File: src/sv/bpa_pkg.sv
// ----------------------------------------------------------------------------
// bpa_pkg: shared types and constants of the buddy page allocator
// transaction payloads, memory words, write requests, codes and helpers
// ----------------------------------------------------------------------------
package bpa_pkg;

    localparam int POOL_PAGES = 1024;
    localparam int PAGE_W     = 10;
    localparam int RANK_LIMIT = 16;
    localparam int LIST_IDX_W = 4;
    localparam int LINK_W     = 11;
    localparam int CNT_W      = 11;

    // largest pool rank whose pool fits in POOL_PAGES
    localparam logic [3:0]        ACT_MAX    = 4'd11;
    localparam logic [LINK_W-1:0] LINK_NIL   = 11'h7FF;

    // operation codes
    localparam logic [2:0] OP_INIT   = 3'd0;
    localparam logic [2:0] OP_ALLOC  = 3'd1;
    localparam logic [2:0] OP_FREE   = 3'd2;
    localparam logic [2:0] OP_QRANK  = 3'd3;
    localparam logic [2:0] OP_QCOUNT = 3'd4;

    // status codes
    localparam logic [1:0] STAT_OK      = 2'd0;
    localparam logic [1:0] STAT_INVALID = 2'd1;
    localparam logic [1:0] STAT_NOSPACE = 2'd2;

    typedef struct packed {
        logic [2:0]  operation;
        logic [4:0]  rank;
        logic [15:0] page;
    } bpa_cmd_t;

    typedef struct packed {
        logic [1:0]  status;
        logic [9:0]  page_out;
        logic [10:0] value;
    } bpa_rsp_t;

    // per-page word: allocated block start, allocated rank, free block rank
    typedef struct packed {
        logic       bs;
        logic [4:0] ar;
        logic [4:0] fr;
    } page_word_t;

    // per-page free list links, nil has the top bit set
    typedef struct packed {
        logic [LINK_W-1:0] nx;
        logic [LINK_W-1:0] pv;
    } link_word_t;

    typedef struct packed {
        logic              en_alloc;
        logic              en_free;
        logic [PAGE_W-1:0] addr;
        page_word_t        data;
    } page_wr_t;

    typedef struct packed {
        logic              en_nx;
        logic              en_pv;
        logic [PAGE_W-1:0] addr;
        link_word_t        data;
    } link_wr_t;

    typedef enum logic [3:0] {
        S_IDLE,
        S_CLEAR,
        S_ASRCH,
        S_UNL_DAT,
        S_UNL_PV,
        S_ASPLIT,
        S_PUSH1,
        S_PUSH2,
        S_AFILL,
        S_FRD,
        S_FCLR,
        S_FMRG,
        S_FCHK,
        S_QRD,
        S_QWALK
    } bpa_state_t;

    // pages spanned by a block of rank r
    function automatic logic [CNT_W-1:0] blk_pages(input logic [4:0] r);
        blk_pages = CNT_W'(1) << (r - 5'd1);
    endfunction

    // effective pool rank from the register value
    function automatic logic [3:0] act_of(input logic [3:0] pr);
        if (pr == 4'd0)
        begin
            act_of = 4'd1;
        end
        else if (pr > ACT_MAX)
        begin
            act_of = ACT_MAX;
        end
        else
        begin
            act_of = pr;
        end
    endfunction

    // largest rank whose block fits in a run of free pages
    function automatic logic [4:0] run_rank(input logic [CNT_W-1:0] run);
        logic [4:0] r;
        r = 5'd1;
        for (int i = 1; i < CNT_W; i++)
        begin
            if (run >= (CNT_W'(1) << i))
            begin
                r = 5'(i + 1);
            end
        end
        run_rank = r;
    endfunction

endpackage

File: src/sv/bpa_ctrl.sv
// ----------------------------------------------------------------------------
// bpa_ctrl: allocator sequencer
// walks the page and link memories, owns list heads, counts and results
// ----------------------------------------------------------------------------
module bpa_ctrl
    import bpa_pkg::*;
(
    input  logic              clk,
    input  logic              rst_n,
    input  logic              start,
    input  bpa_cmd_t          cmd,
    output logic              busy,
    output logic              done,
    output bpa_rsp_t          result,
    input  logic              cfg_valid,
    input  logic [3:0]        cfg_data,
    output logic [PAGE_W-1:0] a_raddr,
    input  page_word_t        a_rdata,
    output page_wr_t          a_wr,
    output logic [PAGE_W-1:0] b_raddr,
    input  link_word_t        b_rdata,
    output link_wr_t          b_wr
);

    bpa_state_t state_reg, state_next;

    logic [2:0]        op_reg, op_next;
    logic [4:0]        rank_reg, rank_next;
    logic [PAGE_W-1:0] page_reg, page_next;
    logic [4:0]        c_reg, c_next;
    logic [PAGE_W-1:0] blk_reg, blk_next;
    logic [CNT_W-1:0]  cnt_reg, cnt_next;
    logic [PAGE_W-1:0] unl_p_reg, unl_p_next;
    logic [4:0]        unl_r_reg, unl_r_next;
    logic [PAGE_W-1:0] psh_p_reg, psh_p_next;
    logic [4:0]        psh_r_reg, psh_r_next;
    logic [LINK_W-1:0] psh_h_reg, psh_h_next;
    logic [LINK_W-1:0] nx_reg, nx_next;
    logic [LINK_W-1:0] pv_reg, pv_next;
    logic [3:0]        act_reg, act_next;
    logic [3:0]        pool_rank_reg;
    logic              clr_rsp_reg, clr_rsp_next;
    logic              done_reg, done_next;
    bpa_rsp_t          rsp_reg, rsp_next;

    logic [LINK_W-1:0] head_reg [RANK_LIMIT];
    logic [CNT_W-1:0]  lcount_reg [RANK_LIMIT];

    logic [LIST_IDX_W-1:0] lst_idx;
    logic [LINK_W-1:0]     lst_head;
    logic [CNT_W-1:0]      lst_cnt;
    logic                  lst_we_head;
    logic [LINK_W-1:0]     lst_head_wd;
    logic                  lst_we_cnt;
    logic [CNT_W-1:0]      lst_cnt_wd;
    logic                  init_lists;

    logic [CNT_W-1:0]  pages;
    logic              cmd_page_ok;
    logic              cmd_rank_ok;
    logic              c_in_pool;
    logic              c_below_act;
    logic              split_more;
    logic [4:0]        c_dn;
    logic [PAGE_W-1:0] split_p;
    logic [PAGE_W-1:0] buddy;
    logic              fill_last;
    logic              fclr_last;
    logic [CNT_W-1:0]  qsum;
    logic              q_end;
    logic              clr_last;

    // derived conditions
    assign pages       = CNT_W'(1) << (act_reg - 4'd1);
    assign cmd_page_ok = cmd.page < {5'b0, pages};
    assign cmd_rank_ok = (cmd.rank != 5'd0) && (cmd.rank <= 5'(RANK_LIMIT));
    assign c_in_pool   = c_reg <= {1'b0, act_reg};
    assign c_below_act = c_reg < {1'b0, act_reg};
    assign split_more  = c_reg > rank_reg;
    assign c_dn        = c_reg - 5'd1;
    assign split_p     = blk_reg + PAGE_W'(blk_pages(c_dn));
    assign buddy       = blk_reg ^ PAGE_W'(blk_pages(c_reg));
    assign fill_last   = cnt_reg == (blk_pages(rank_reg) - CNT_W'(1));
    assign fclr_last   = cnt_reg == (blk_pages(c_reg) - CNT_W'(1));
    assign qsum        = {1'b0, page_reg} + cnt_reg + CNT_W'(1);
    assign q_end       = qsum >= pages;
    assign clr_last    = cnt_reg[PAGE_W-1:0] == {PAGE_W{1'b1}};

    // single list port: index chosen by state
    always_comb
    begin
        case (state_reg)
            S_ASRCH:   lst_idx = LIST_IDX_W'(c_reg - 5'd1);
            S_PUSH1:   lst_idx = LIST_IDX_W'(psh_r_reg - 5'd1);
            S_UNL_DAT: lst_idx = LIST_IDX_W'(unl_r_reg - 5'd1);
            default:   lst_idx = LIST_IDX_W'(cmd.rank - 5'd1);
        endcase
    end

    assign lst_head = head_reg[lst_idx];
    assign lst_cnt  = lcount_reg[lst_idx];

    // next state
    always_comb
    begin
        state_next = state_reg;
        case (state_reg)
            S_IDLE:
            begin
                if (start)
                begin
                    case (cmd.operation)
                        OP_INIT:  state_next = S_CLEAR;
                        OP_ALLOC: state_next = cmd_rank_ok ? S_ASRCH : S_IDLE;
                        OP_FREE:  state_next = cmd_page_ok ? S_FRD : S_IDLE;
                        OP_QRANK: state_next = cmd_page_ok ? S_QRD : S_IDLE;
                        default:  state_next = S_IDLE;
                    endcase
                end
            end
            S_CLEAR:   state_next = clr_last ? S_IDLE : S_CLEAR;
            S_ASRCH:
            begin
                if (!c_in_pool)
                begin
                    state_next = S_IDLE;
                end
                else if (!lst_head[LINK_W-1])
                begin
                    state_next = S_UNL_DAT;
                end
            end
            S_UNL_DAT: state_next = S_UNL_PV;
            S_UNL_PV:  state_next = (op_reg == OP_ALLOC) ? S_ASPLIT : S_FMRG;
            S_ASPLIT:  state_next = split_more ? S_PUSH1 : S_AFILL;
            S_PUSH1:   state_next = S_PUSH2;
            S_PUSH2:   state_next = (op_reg == OP_ALLOC) ? S_ASPLIT : S_IDLE;
            S_AFILL:   state_next = fill_last ? S_IDLE : S_AFILL;
            S_FRD:     state_next = a_rdata.bs ? S_FCLR : S_IDLE;
            S_FCLR:    state_next = fclr_last ? S_FMRG : S_FCLR;
            S_FMRG:    state_next = c_below_act ? S_FCHK : S_PUSH1;
            S_FCHK:    state_next = (a_rdata.fr == c_reg) ? S_UNL_DAT : S_PUSH1;
            S_QRD,
            S_QWALK:
            begin
                if (a_rdata.ar != 5'd0 || q_end)
                begin
                    state_next = S_IDLE;
                end
                else
                begin
                    state_next = S_QWALK;
                end
            end
            default:   state_next = S_IDLE;
        endcase
    end

    // datapath, memory requests and results
    always_comb
    begin
        op_next      = op_reg;
        rank_next    = rank_reg;
        page_next    = page_reg;
        c_next       = c_reg;
        blk_next     = blk_reg;
        cnt_next     = cnt_reg;
        unl_p_next   = unl_p_reg;
        unl_r_next   = unl_r_reg;
        psh_p_next   = psh_p_reg;
        psh_r_next   = psh_r_reg;
        psh_h_next   = psh_h_reg;
        nx_next      = nx_reg;
        pv_next      = pv_reg;
        act_next     = act_reg;
        clr_rsp_next = clr_rsp_reg;
        done_next    = 1'b0;
        rsp_next     = rsp_reg;
        a_raddr      = '0;
        b_raddr      = '0;
        a_wr         = '0;
        b_wr         = '0;
        lst_we_head  = 1'b0;
        lst_head_wd  = '0;
        lst_we_cnt   = 1'b0;
        lst_cnt_wd   = '0;
        init_lists   = 1'b0;

        case (state_reg)
            // command decode
            S_IDLE:
            begin
                a_raddr = cmd.page[PAGE_W-1:0];
                if (start)
                begin
                    op_next   = cmd.operation;
                    rank_next = cmd.rank;
                    c_next    = cmd.rank;
                    page_next = cmd.page[PAGE_W-1:0];
                    cnt_next  = '0;
                    rsp_next  = '0;
                    case (cmd.operation)
                        OP_INIT:
                        begin
                            act_next     = act_of(pool_rank_reg);
                            init_lists   = 1'b1;
                            clr_rsp_next = 1'b1;
                        end
                        OP_ALLOC:
                        begin
                            if (!cmd_rank_ok)
                            begin
                                rsp_next.status = STAT_INVALID;
                                done_next       = 1'b1;
                            end
                        end
                        OP_FREE,
                        OP_QRANK:
                        begin
                            if (!cmd_page_ok)
                            begin
                                rsp_next.status = STAT_INVALID;
                                done_next       = 1'b1;
                            end
                        end
                        OP_QCOUNT:
                        begin
                            if (cmd_rank_ok)
                            begin
                                rsp_next.value = lst_cnt;
                            end
                            else
                            begin
                                rsp_next.status = STAT_INVALID;
                            end
                            done_next = 1'b1;
                        end
                        default:
                        begin
                            rsp_next.status = STAT_INVALID;
                            done_next       = 1'b1;
                        end
                    endcase
                end
            end

            // clearing pass, page zero becomes the whole free pool
            S_CLEAR:
            begin
                a_wr.en_alloc = 1'b1;
                a_wr.en_free  = 1'b1;
                a_wr.addr     = cnt_reg[PAGE_W-1:0];
                a_wr.data.fr  = (cnt_reg == '0) ? {1'b0, act_reg} : 5'd0;
                b_wr.en_nx    = cnt_reg == '0;
                b_wr.en_pv    = cnt_reg == '0;
                b_wr.data.nx  = LINK_NIL;
                b_wr.data.pv  = LINK_NIL;
                cnt_next      = cnt_reg + CNT_W'(1);
                if (clr_last)
                begin
                    done_next    = clr_rsp_reg;
                    rsp_next     = '0;
                    clr_rsp_next = 1'b0;
                end
            end

            // alloc: lowest non-empty list at or above the rank
            S_ASRCH:
            begin
                b_raddr = lst_head[PAGE_W-1:0];
                if (!c_in_pool)
                begin
                    rsp_next.status = STAT_NOSPACE;
                    done_next       = 1'b1;
                end
                else if (lst_head[LINK_W-1])
                begin
                    c_next = c_reg + 5'd1;
                end
                else
                begin
                    blk_next   = lst_head[PAGE_W-1:0];
                    unl_p_next = lst_head[PAGE_W-1:0];
                    unl_r_next = c_reg;
                end
            end

            // unlink: predecessor side, clear free rank
            S_UNL_DAT:
            begin
                nx_next = b_rdata.nx;
                pv_next = b_rdata.pv;
                if (b_rdata.pv[LINK_W-1])
                begin
                    lst_we_head = 1'b1;
                    lst_head_wd = b_rdata.nx;
                end
                else
                begin
                    b_wr.en_nx   = 1'b1;
                    b_wr.addr    = b_rdata.pv[PAGE_W-1:0];
                    b_wr.data.nx = b_rdata.nx;
                end
                lst_we_cnt   = 1'b1;
                lst_cnt_wd   = lst_cnt - CNT_W'(1);
                a_wr.en_free = 1'b1;
                a_wr.addr    = unl_p_reg;
                a_wr.data.fr = 5'd0;
            end

            // unlink: successor side
            S_UNL_PV:
            begin
                if (!nx_reg[LINK_W-1])
                begin
                    b_wr.en_pv   = 1'b1;
                    b_wr.addr    = nx_reg[PAGE_W-1:0];
                    b_wr.data.pv = pv_reg;
                end
            end

            // alloc: split off the upper half
            S_ASPLIT:
            begin
                if (split_more)
                begin
                    c_next     = c_dn;
                    psh_p_next = split_p;
                    psh_r_next = c_dn;
                end
                else
                begin
                    cnt_next = '0;
                end
            end

            // push: new head and its links
            S_PUSH1:
            begin
                psh_h_next   = lst_head;
                b_wr.en_nx   = 1'b1;
                b_wr.en_pv   = 1'b1;
                b_wr.addr    = psh_p_reg;
                b_wr.data.nx = lst_head;
                b_wr.data.pv = LINK_NIL;
                a_wr.en_free = 1'b1;
                a_wr.addr    = psh_p_reg;
                a_wr.data.fr = psh_r_reg;
                lst_we_head  = 1'b1;
                lst_head_wd  = {1'b0, psh_p_reg};
                lst_we_cnt   = 1'b1;
                lst_cnt_wd   = lst_cnt + CNT_W'(1);
            end

            // push: back link of the old head
            S_PUSH2:
            begin
                if (!psh_h_reg[LINK_W-1])
                begin
                    b_wr.en_pv   = 1'b1;
                    b_wr.addr    = psh_h_reg[PAGE_W-1:0];
                    b_wr.data.pv = {1'b0, psh_p_reg};
                end
                if (op_reg != OP_ALLOC)
                begin
                    rsp_next.status = STAT_OK;
                    done_next       = 1'b1;
                end
            end

            // alloc: mark pages of the block
            S_AFILL:
            begin
                a_wr.en_alloc = 1'b1;
                a_wr.addr     = blk_reg + cnt_reg[PAGE_W-1:0];
                a_wr.data.ar  = rank_reg;
                a_wr.data.bs  = cnt_reg == '0;
                cnt_next      = cnt_reg + CNT_W'(1);
                if (fill_last)
                begin
                    rsp_next.status   = STAT_OK;
                    rsp_next.page_out = blk_reg;
                    done_next         = 1'b1;
                end
            end

            // free: check block start
            S_FRD:
            begin
                if (a_rdata.bs)
                begin
                    c_next   = a_rdata.ar;
                    cnt_next = '0;
                    blk_next = page_reg;
                end
                else
                begin
                    rsp_next.status = STAT_INVALID;
                    done_next       = 1'b1;
                end
            end

            // free: clear pages of the block
            S_FCLR:
            begin
                a_wr.en_alloc = 1'b1;
                a_wr.addr     = page_reg + cnt_reg[PAGE_W-1:0];
                a_wr.data.ar  = 5'd0;
                a_wr.data.bs  = 1'b0;
                cnt_next      = cnt_reg + CNT_W'(1);
            end

            // free: look at the buddy
            S_FMRG:
            begin
                a_raddr    = buddy;
                unl_p_next = buddy;
                unl_r_next = c_reg;
                psh_p_next = blk_reg;
                psh_r_next = c_reg;
            end

            // free: merge when the buddy is free at the same rank
            S_FCHK:
            begin
                b_raddr = unl_p_reg;
                if (a_rdata.fr == c_reg)
                begin
                    blk_next = blk_reg & ~PAGE_W'(blk_pages(c_reg));
                    c_next   = c_reg + 5'd1;
                end
            end

            // query rank: rank of an allocated page, else of its run of unallocated pages
            S_QRD,
            S_QWALK:
            begin
                a_raddr = qsum[PAGE_W-1:0];
                if (a_rdata.ar != 5'd0)
                begin
                    rsp_next.value = (state_reg == S_QRD) ? {6'b0, a_rdata.ar}
                                                          : {6'b0, run_rank(cnt_reg)};
                    done_next      = 1'b1;
                end
                else if (q_end)
                begin
                    rsp_next.value = {6'b0, run_rank(cnt_reg + CNT_W'(1))};
                    done_next      = 1'b1;
                end
                else
                begin
                    cnt_next = cnt_reg + CNT_W'(1);
                end
            end

            default:
            begin
                done_next = 1'b0;
            end
        endcase
    end

    // control registers
    always_ff @(posedge clk or negedge rst_n)
    begin
        if (!rst_n)
        begin
            state_reg     <= S_CLEAR;
            cnt_reg       <= '0;
            act_reg       <= ACT_MAX;
            pool_rank_reg <= ACT_MAX;
            clr_rsp_reg   <= 1'b0;
            done_reg      <= 1'b0;
            for (int i = 0; i < RANK_LIMIT; i++)
            begin
                head_reg[i]   <= (i == int'(ACT_MAX) - 1) ? '0 : LINK_NIL;
                lcount_reg[i] <= (i == int'(ACT_MAX) - 1) ? CNT_W'(1) : '0;
            end
        end
        else
        begin
            state_reg   <= state_next;
            cnt_reg     <= cnt_next;
            act_reg     <= act_next;
            clr_rsp_reg <= clr_rsp_next;
            done_reg    <= done_next;
            if (cfg_valid)
            begin
                pool_rank_reg <= cfg_data;
            end
            if (init_lists)
            begin
                for (int i = 0; i < RANK_LIMIT; i++)
                begin
                    head_reg[i]   <= (i == int'(act_next) - 1) ? '0 : LINK_NIL;
                    lcount_reg[i] <= (i == int'(act_next) - 1) ? CNT_W'(1) : '0;
                end
            end
            else
            begin
                if (lst_we_head)
                begin
                    head_reg[lst_idx] <= lst_head_wd;
                end
                if (lst_we_cnt)
                begin
                    lcount_reg[lst_idx] <= lst_cnt_wd;
                end
            end
        end
    end

    // working registers
    always_ff @(posedge clk)
    begin
        op_reg    <= op_next;
        rank_reg  <= rank_next;
        page_reg  <= page_next;
        c_reg     <= c_next;
        blk_reg   <= blk_next;
        unl_p_reg <= unl_p_next;
        unl_r_reg <= unl_r_next;
        psh_p_reg <= psh_p_next;
        psh_r_reg <= psh_r_next;
        psh_h_reg <= psh_h_next;
        nx_reg    <= nx_next;
        pv_reg    <= pv_next;
        rsp_reg   <= rsp_next;
    end

    assign busy   = state_reg != S_IDLE;
    assign done   = done_reg;
    assign result = rsp_reg;

endmodule

File: config.mk
export PLATFORM = sky130hd
export DESIGN_NAME = bpa_ctrl
export DESIGN_NICKNAME = d
export VERILOG_FILES = /design/src/sv/bpa_pkg.sv /design/src/sv/bpa_ctrl.sv
export SDC_FILE = /design/constraint.sdc
export NUM_CORES = 1
export LEC_CHECK = 0
export ABC_AREA = 1
export ABC_CLOCK_PERIOD_IN_PS = 4000
export BUFFER_PORTS_ARGS = -buffer_cell sky130_fd_sc_hd__buf_2
export CAP_MARGIN = 20
export CELL_PAD_IN_SITES_DETAIL_PLACEMENT = 1
export CELL_PAD_IN_SITES_GLOBAL_PLACEMENT = 2
export CORE_AREA = 2 2 298 418
export DETAILED_ROUTE_END_ITERATION = 12
export DIE_AREA = 0 0 300 420
export PLACE_DENSITY = 0.53
export SYNTH_ARGS = -nofsm -noshare
export SYNTH_HDL_FRONTEND = slang
export SYNTH_SLANG_ARGS = --single-unit
File: constraint.sdc
create_clock -name clk -period 4 [get_ports clk]
set_input_delay 0.8 -clock clk [delete_from_list [all_inputs] [get_ports clk]]
set_output_delay 0.8 -clock clk [all_outputs]
set_load 0.01 [all_outputs]
==> results of run 1 <==
[kinds of logic (layout without fill, tap and decap cells)]
group,Yosys count,in the layout,synth area share (%)
AND/OR/NAND/NOR,1475,1476,22.6
AO/OA/AOI/OAI,763,763,17.0
flip-flops,495,495,47.3
buffers and inverters,478,1117,7.01
adder cells (fa/ha/maj),97,97,4.46
XOR/XNOR,52,52,1.73
[power by group]
| group | internal (W) | switching, W |
|---|---|---|
| clock | 0.00306 | 0.00238 |
| sequential | 0.00714 | 0.000721 |
| combinational | 0.00616 | 0.00840 |
[critical path, delay by kind of cell (launching register included)]
kind | cells | cell delay [ps]
DFF | 1 | 570
buffers and inverters | 8 | 1030
and+or+nand+nor | 14 | 1440
AOI/OAI and AO/OA | 1 | 130
[path summary, 6_finish.rpt]
check,startpoint,end
worst max-delay path,state_reg[0],b_wr[20]
worst min-delay path,rst_n,lcount_reg[162]
worst max register to register,state_reg[3],lcount_reg[54]
worst min register to register,head_reg[2],head_reg[2]
max in group asynchronous,rst_n,head_reg[47]
min in group clk,b_rdata[17],nx_reg[6]
[layer usage]
metal  part of all wire (%)  routed length, um
met2                     54              78400
met5                      0                  0
met4                    5.5               8040
met1                     38              56300
met3                    2.4               3540
[cell type report]
type	count	area share, %
clock inverters	16	0.463
clock buffers	86	4.29
repair buffers	694	15.9
well taps	1617	5.10
inverters	321	3.20
multi-input cells	2388	37.8
flip-flops and latches	495	33.2
[cells in the mapped netlist, types with 5 or more instances]
cell type and instances:
or2_2 27, nand2_4 11, nor2_1 344, nor3_1 28
inv_2 29, xor2_1 39, a22oi_1 51, a21o_1 13
o21ai_0 197, o21ai_1 37, nand2_2 9, buf_2 49
o31ai_1 8, ha_1 93, nand4_1 76, a21oi_2 15
nor2_4 10, nand3_1 109, o2111ai_1 10, nor2_2 15
a21oi_4 7, xnor2_1 10, o221ai_1 12, nand2_1 821
a31oi_1 156, edfxtp_1 118, inv_1 285, buf_4 16
o21ai_2 6, a22o_1 11, a32oi_1 5, o22ai_1 94
dfrtp_1 204, clkbuf_1 83, o211ai_1 24, a21oi_1 98
buf_1 5, dfstp_2 173
[placed cells by master (no fill, tap or decap), types with 40 or more instances in the layout]
cell,instances
buf_2,149
clkbuf_16,67
dfstp_2,173
o21ai_1,60
buf_6,70
buf_12,40
nand3_1,73
nand2_4,46
inv_2,45
nand2_1,705
a21oi_1,73
o21ai_2,84
nand4_1,76
o22ai_1,78
nor2_1,318
o21ai_0,91
a31oi_1,155
dfrtp_1,201
edfxtp_1,118
ha_1,74
nand2_2,82
buf_4,390
inv_1,256
[timing repair]
item,CTS,global route
endpoints found under the setup margin,172,249
pin swaps,131,236
cloned,21,9
buffers inserted,84,52
resized for setup,398,354
[through the flow]
stage          total power, W  hold WS, ps  setup TNS (ps)  cells  instance area [um^2]
4_1_cts                0.0266          110          -50820   5578                 38000
3_3_place_gp           0.0190          460          -48150   5373                 33500
5_1_grt                0.0294          145          -82450   5617                 39700
6_report               0.0279          126          -49300   5617                 39700
2_1_floorplan          0.0135          443            -824   3360                 28200
3_5_place_dp           0.0191          461          -55970   5373                 33500
==> results.md, run 1 <==
* Outcome: complete, but fails checks
* Violated checks: negative setup slack
* Leakage at around 17 nW
* I/O pin count at approximately 170
* Antenna viol nets, final at 0
* Site row count at about 150
* Mapped Cells at ~3400
* Num CTS Buffers at 57
* Largest net degree at the start of global routing at 86
* Clk Latency, worst-skew pair at about 670 ps
* Via density per instance at a little under 5
* TritonCTS clock tree: yes
* Slew headroom at 29.1%
* Synth Flop Type: dfrtp_1
* Crit Path Category: flop to output pin
* Clock period minus worst slack at around 4700 ps
* Crit path cell chain: buf_6, nand2_4, inv_6, nand2_8, nand2_8, nor2_4, nor2_4, nand2_2, nand3_2, nand2_4, buf_12, nand2_8, inv_8, buf_12, buf_16, nand2_2, nand4_1, nand2_2, nand4_1, nand2_1, o211ai_1, buf_4, buf_6
* First-pass GRT wire length at between 200 and 250 mm
* Area share of the largest cell type after synthesis at a little under a fifth
* WP data required at roughly 3200 ps
* Global route overflow at 0
* H-tree levels at 2
* Drt total wl at 146 mm
* Crit-path max FO at 8
* Maxcap violations at 0
* Count of filler cells inserted in the layout at approximately 14000
* Crit share post-route at 117%
* Global Route Usage Sum at 22.7%
* M1 GR Usage at 24.8%
* Root Buffer: clkbuf_16
* Worst Skew at approximately 36 ps
* Max Clk Rate at roughly 0.21 GHz
* Cell Pwr Density at 702 nW/um^2
* Gpl congestion at approximately 0.9
* Final setup vio count at between 150 and 200
* Total area of sequential cells at approximately 13000 um^2
* Post-Place Setup Slack at -621 ps
* Ant diodes at 0
* Final core occ at 32.5%
* Syn nets at roughly 3500
* R2R cell count at 33
* Vias in the first global route at just under 30000
* Worst-Margin Slew at 1060 ps
* Post-DP HPWL at 107 mm
* Layout cells sized above 1 at between 30% and 40%
* Most Crowded Layer GR: met2
* GR Util met3 at between 1.5 and 2%
* Final Max Tran Viols at 0
* Fin nets at around 4100
* Clock Tree Buf Depth at 3
* CP max stage cell: dfstp_2
* Antenna violations before repair at 0
* Asr flop ratio synth at 76.2%
* Hold Path Class: primary input to asynchronous set/reset pin
* Port buffer count at 166
* Area leader, netlist: dfrtp_1
* Clk pin slew, worst setup/hold paths at 70 ps
* Wire length per cell at ~26 um
* Critical path startpoint category: flop
* Top post-synthesis cells by area: dfrtp_1 18%, dfstp_2 16%, edfxtp_1 13%
* Multi-input gate area at 15000 um^2
* Die width at approximately 300 um
* Post-synthesis sequential area ratio at 47.3%
* Netlist cell types at 67
* Syn Std Cell Area at 27900 um^2
* Avg Cell Area, Syn at ~8.3 um^2
* Core Area at about 120000 um^2
* Synth Register Bits at 495
* Setup WS post-layout at -677 ps
* Die Y at approximately 420 um
* CTS Hold Bufs at 0
* Max VDD drop at 0.459 mV
* R2r setup slk at -640 ps
* RSZ-0062 raised after global routing: true
* Syn. warnings at 0
* Critical path capture point type: output pin
* First DRT Iteration DRCs at between 1000 and 1500
* DRC at 0
* Die area at ~130000 um^2
* TritonCTS Sinks at around 500
* Starting Density at 22.9%
* WP data arrival at roughly 3900 ps
* Synthesis-to-finish area growth at 42.3%
* DR vias at around 27000
* Number of synthesized flops with an enable pin at about 120
* Final hold violation count at 0
* Largest stage delay on the critical path at 570 ps
* Drt pass-1 iters at 5
* Met2 usage at 43.8%
(Power assumes the default switching activity.)
==> run 2: changes to the inputs <==
Settings changed: BUFFER_PORTS_ARGS -buffer_cell sky130_fd_sc_hd__buf_2 to default, DONT_BUFFER_PORTS from default to 1, PLACE_DENSITY 0.53 to 0.51.
==> results.md, run 2 (same netlist as run 1, synthesis figures left out) <==
* Sw frac at approximately 41%
* Maxcap violations at 0
* DRC at 0
* WP data required at approximately 4600 ps
* Die area at around 130000 um^2
* First-pass GRT wire length at roughly 210 mm
* Clk pin slew, worst setup/hold paths at approximately 60 ps
* Fin nets at 3940
* Psw at around 0.011 W
* Clock period minus worst slack at roughly 4500 ps
* Clock Tree Buf Depth at 3
* Setup WS post-layout at -538 ps
* DR vias at 26900
* Root Buffer: clkbuf_16
* Max Clk Rate at approximately 0.22 GHz
* Global Route Usage Sum at a little under a quarter
* CP max stage cell: dfstp_2
* Critical path capture point type: flop
* Largest stage delay on the critical path at a little over 600 ps
* Slew headroom at approximately a third
* WP data arrival at between 5000 and 6000 ps
* Drt pass-1 iters at 5
* Vias in the first global route at 29100
* Hold Path Class: primary input to asynchronous set/reset pin
* Reg power frac at between 20% and 30%
* Final Max Tran Viols at 0
* Final core occ at about a third
* Final setup vio count at 158
* Most common cell after layout, fill and taps aside: nand2_1
* Cell Pwr Density at ~720 nW/um^2
* R2R cell count at 31
* Post-Layout Cell Count at between 5000 and 6000
* Die width at 300 um
* Antenna viol nets, final at 0
* Worst Skew at roughly 52 ps
* Drt total wl at about 150 mm
* Post-DP HPWL at roughly 110 mm
* Port buffer count at 0
* Via density per instance at between 4 and 5
* Crit Path Category: flop to flop
* Global route overflow at 0
* Placed Cells at between 5000 and 6000
* RSZ-0062 raised after global routing: true
* Largest net degree at the start of global routing at approximately 380
* Antenna violations before repair at 4
* TritonCTS clock tree: yes
* First DRT Iteration DRCs at roughly 1300
* Site row count at roughly 150
* Cell internal pwr at ~0.016 W
* Layout cells sized above 1 at between 30% and 40%
* Crit-path max FO at 8
* Most frequent cells in the layout: 710 x nand2_1, 396 x buf_4, 320 x nor2_1
* I/O pin count at roughly 170
* Gpl congestion at 0.910
* Violated checks: negative setup slack
* Outcome: complete, but fails checks
* Wire length per cell at approximately 27 um
* Max VDD drop at 0.471 mV
* Clk Latency, worst-skew pair at ~680 ps
* Setup TNS at -40430 ps
* Final hold violation count at 0
* Leakage at about 17 nW
* WHS at approximately 31 ps
* Critical path startpoint category: flop
* Clock share of power at between 20% and 30%
* Logic pwr share at about half
* TritonCTS Sinks at 495
* Crit share post-route at 113%
* Num CTS Buffers at 57
* Die Y at around 420 um
* Starting Density at approximately 23%
* H-tree levels at 2
* Core Area at between 100000 and 150000 um^2
* Worst-Margin Slew at about 1000 ps
* Synthesis-to-finish area growth at 37.7%
-- run 2: cell count changes in the layout (fill, tap and decap cells not counted), moves of 7 or more --
| cell | before | now |
|---|---|---|
| buf_2 | 149 | 0 |
| o21ai_2 | 84 | 65 |
| ha_4 | 16 | 6 |
| ha_1 | 74 | 84 |
| buf_8 | 14 | 7 |
| buf_6 | 70 | 44 |
| a22oi_2 | 19 | 28 |
| a22oi_1 | 32 | 23 |
| o21ai_0 | 91 | 116 |
| inv_1 | 256 | 265 |
-- run 2: per-stage QoR --
| stage | setup slack, ps | power, W | cell area (um^2) |
|---|---|---|---|
| final | -538 | 0.0275 | 38400 |
| after detailed placement | -815 | 0.0188 | 32500 |
| after global placement | -745 | 0.0185 | 32500 |
| after CTS | -643 | 0.0270 | 37700 |
| after global routing | -796 | 0.0290 | 38400 |
| after floorplan | -82.7 | 0.0135 | 28200 |
-- run 2: worst paths after layout --
path                              startpoint                to  slack (ps)
worst max-delay path            state_reg[0]    lcount_reg[65]        -540
worst min-delay path                   rst_n   lcount_reg[157]          30
worst max register to register  state_reg[0]    lcount_reg[65]        -540
worst min register to register   head_reg[0]       head_reg[0]         470
max in group asynchronous              rst_n      head_reg[63]        2440
min in group clk                   cfg_valid  pool_rank_reg[0]         200
-- run 2: what timing repair did --
| item | CTS | global route |
|---|---|---|
| endpoints found under the hold margin | 204 | 68 |
| pin swaps | 144 | 138 |
| setup endpoints to repair | 231 | 238 |
| setup buffers | 98 | 37 |
| cloned | 23 | 0 |
| gates resized for setup | 477 | 150 |
-- run 2: final cells by class --
cell class              count  area, um^2
fillers                 14100       83700
diodes                      3        7.51
clock buffers              82        1760
repair buffers            515        5130
clock inverters            26         278
well taps                1617        2020
flip-flops and latches    495       13200
inverters                 321        1250
multi-input cells        2388       14800
-- run 2: worst max-delay path: cells and delay by family, from the launching register on --
kind	cells	cell delay [ps]
flip-flops	1	610
XOR/XNOR	1	250
AO/OA/AOI/OAI	6	900
buffers and inverters	4	500
adder cells (fa/ha/maj)	1	270
AND/OR/NAND/NOR	19	1950
-- run 2: routing by layer --
layer / GRT usage (%) / share of wire, %
met5: 0 / 0.0088
met4: 12.2 / 6.1
met3: 2.47 / 2.9
met2: 45.1 / 54
met1: 24.5 / 37
-- run 2: power by group through the flow --
stage	Clock [W]	Combinational, W	Sequential, W
CTS	0.00590	0.0131	0.00798
global route	0.00607	0.0148	0.00815
detailed placement	0	0.0107	0.00805
floorplan	0	0.00568	0.00779
global placement	0	0.0105	0.00799
finish	0.00575	0.0138	0.00798
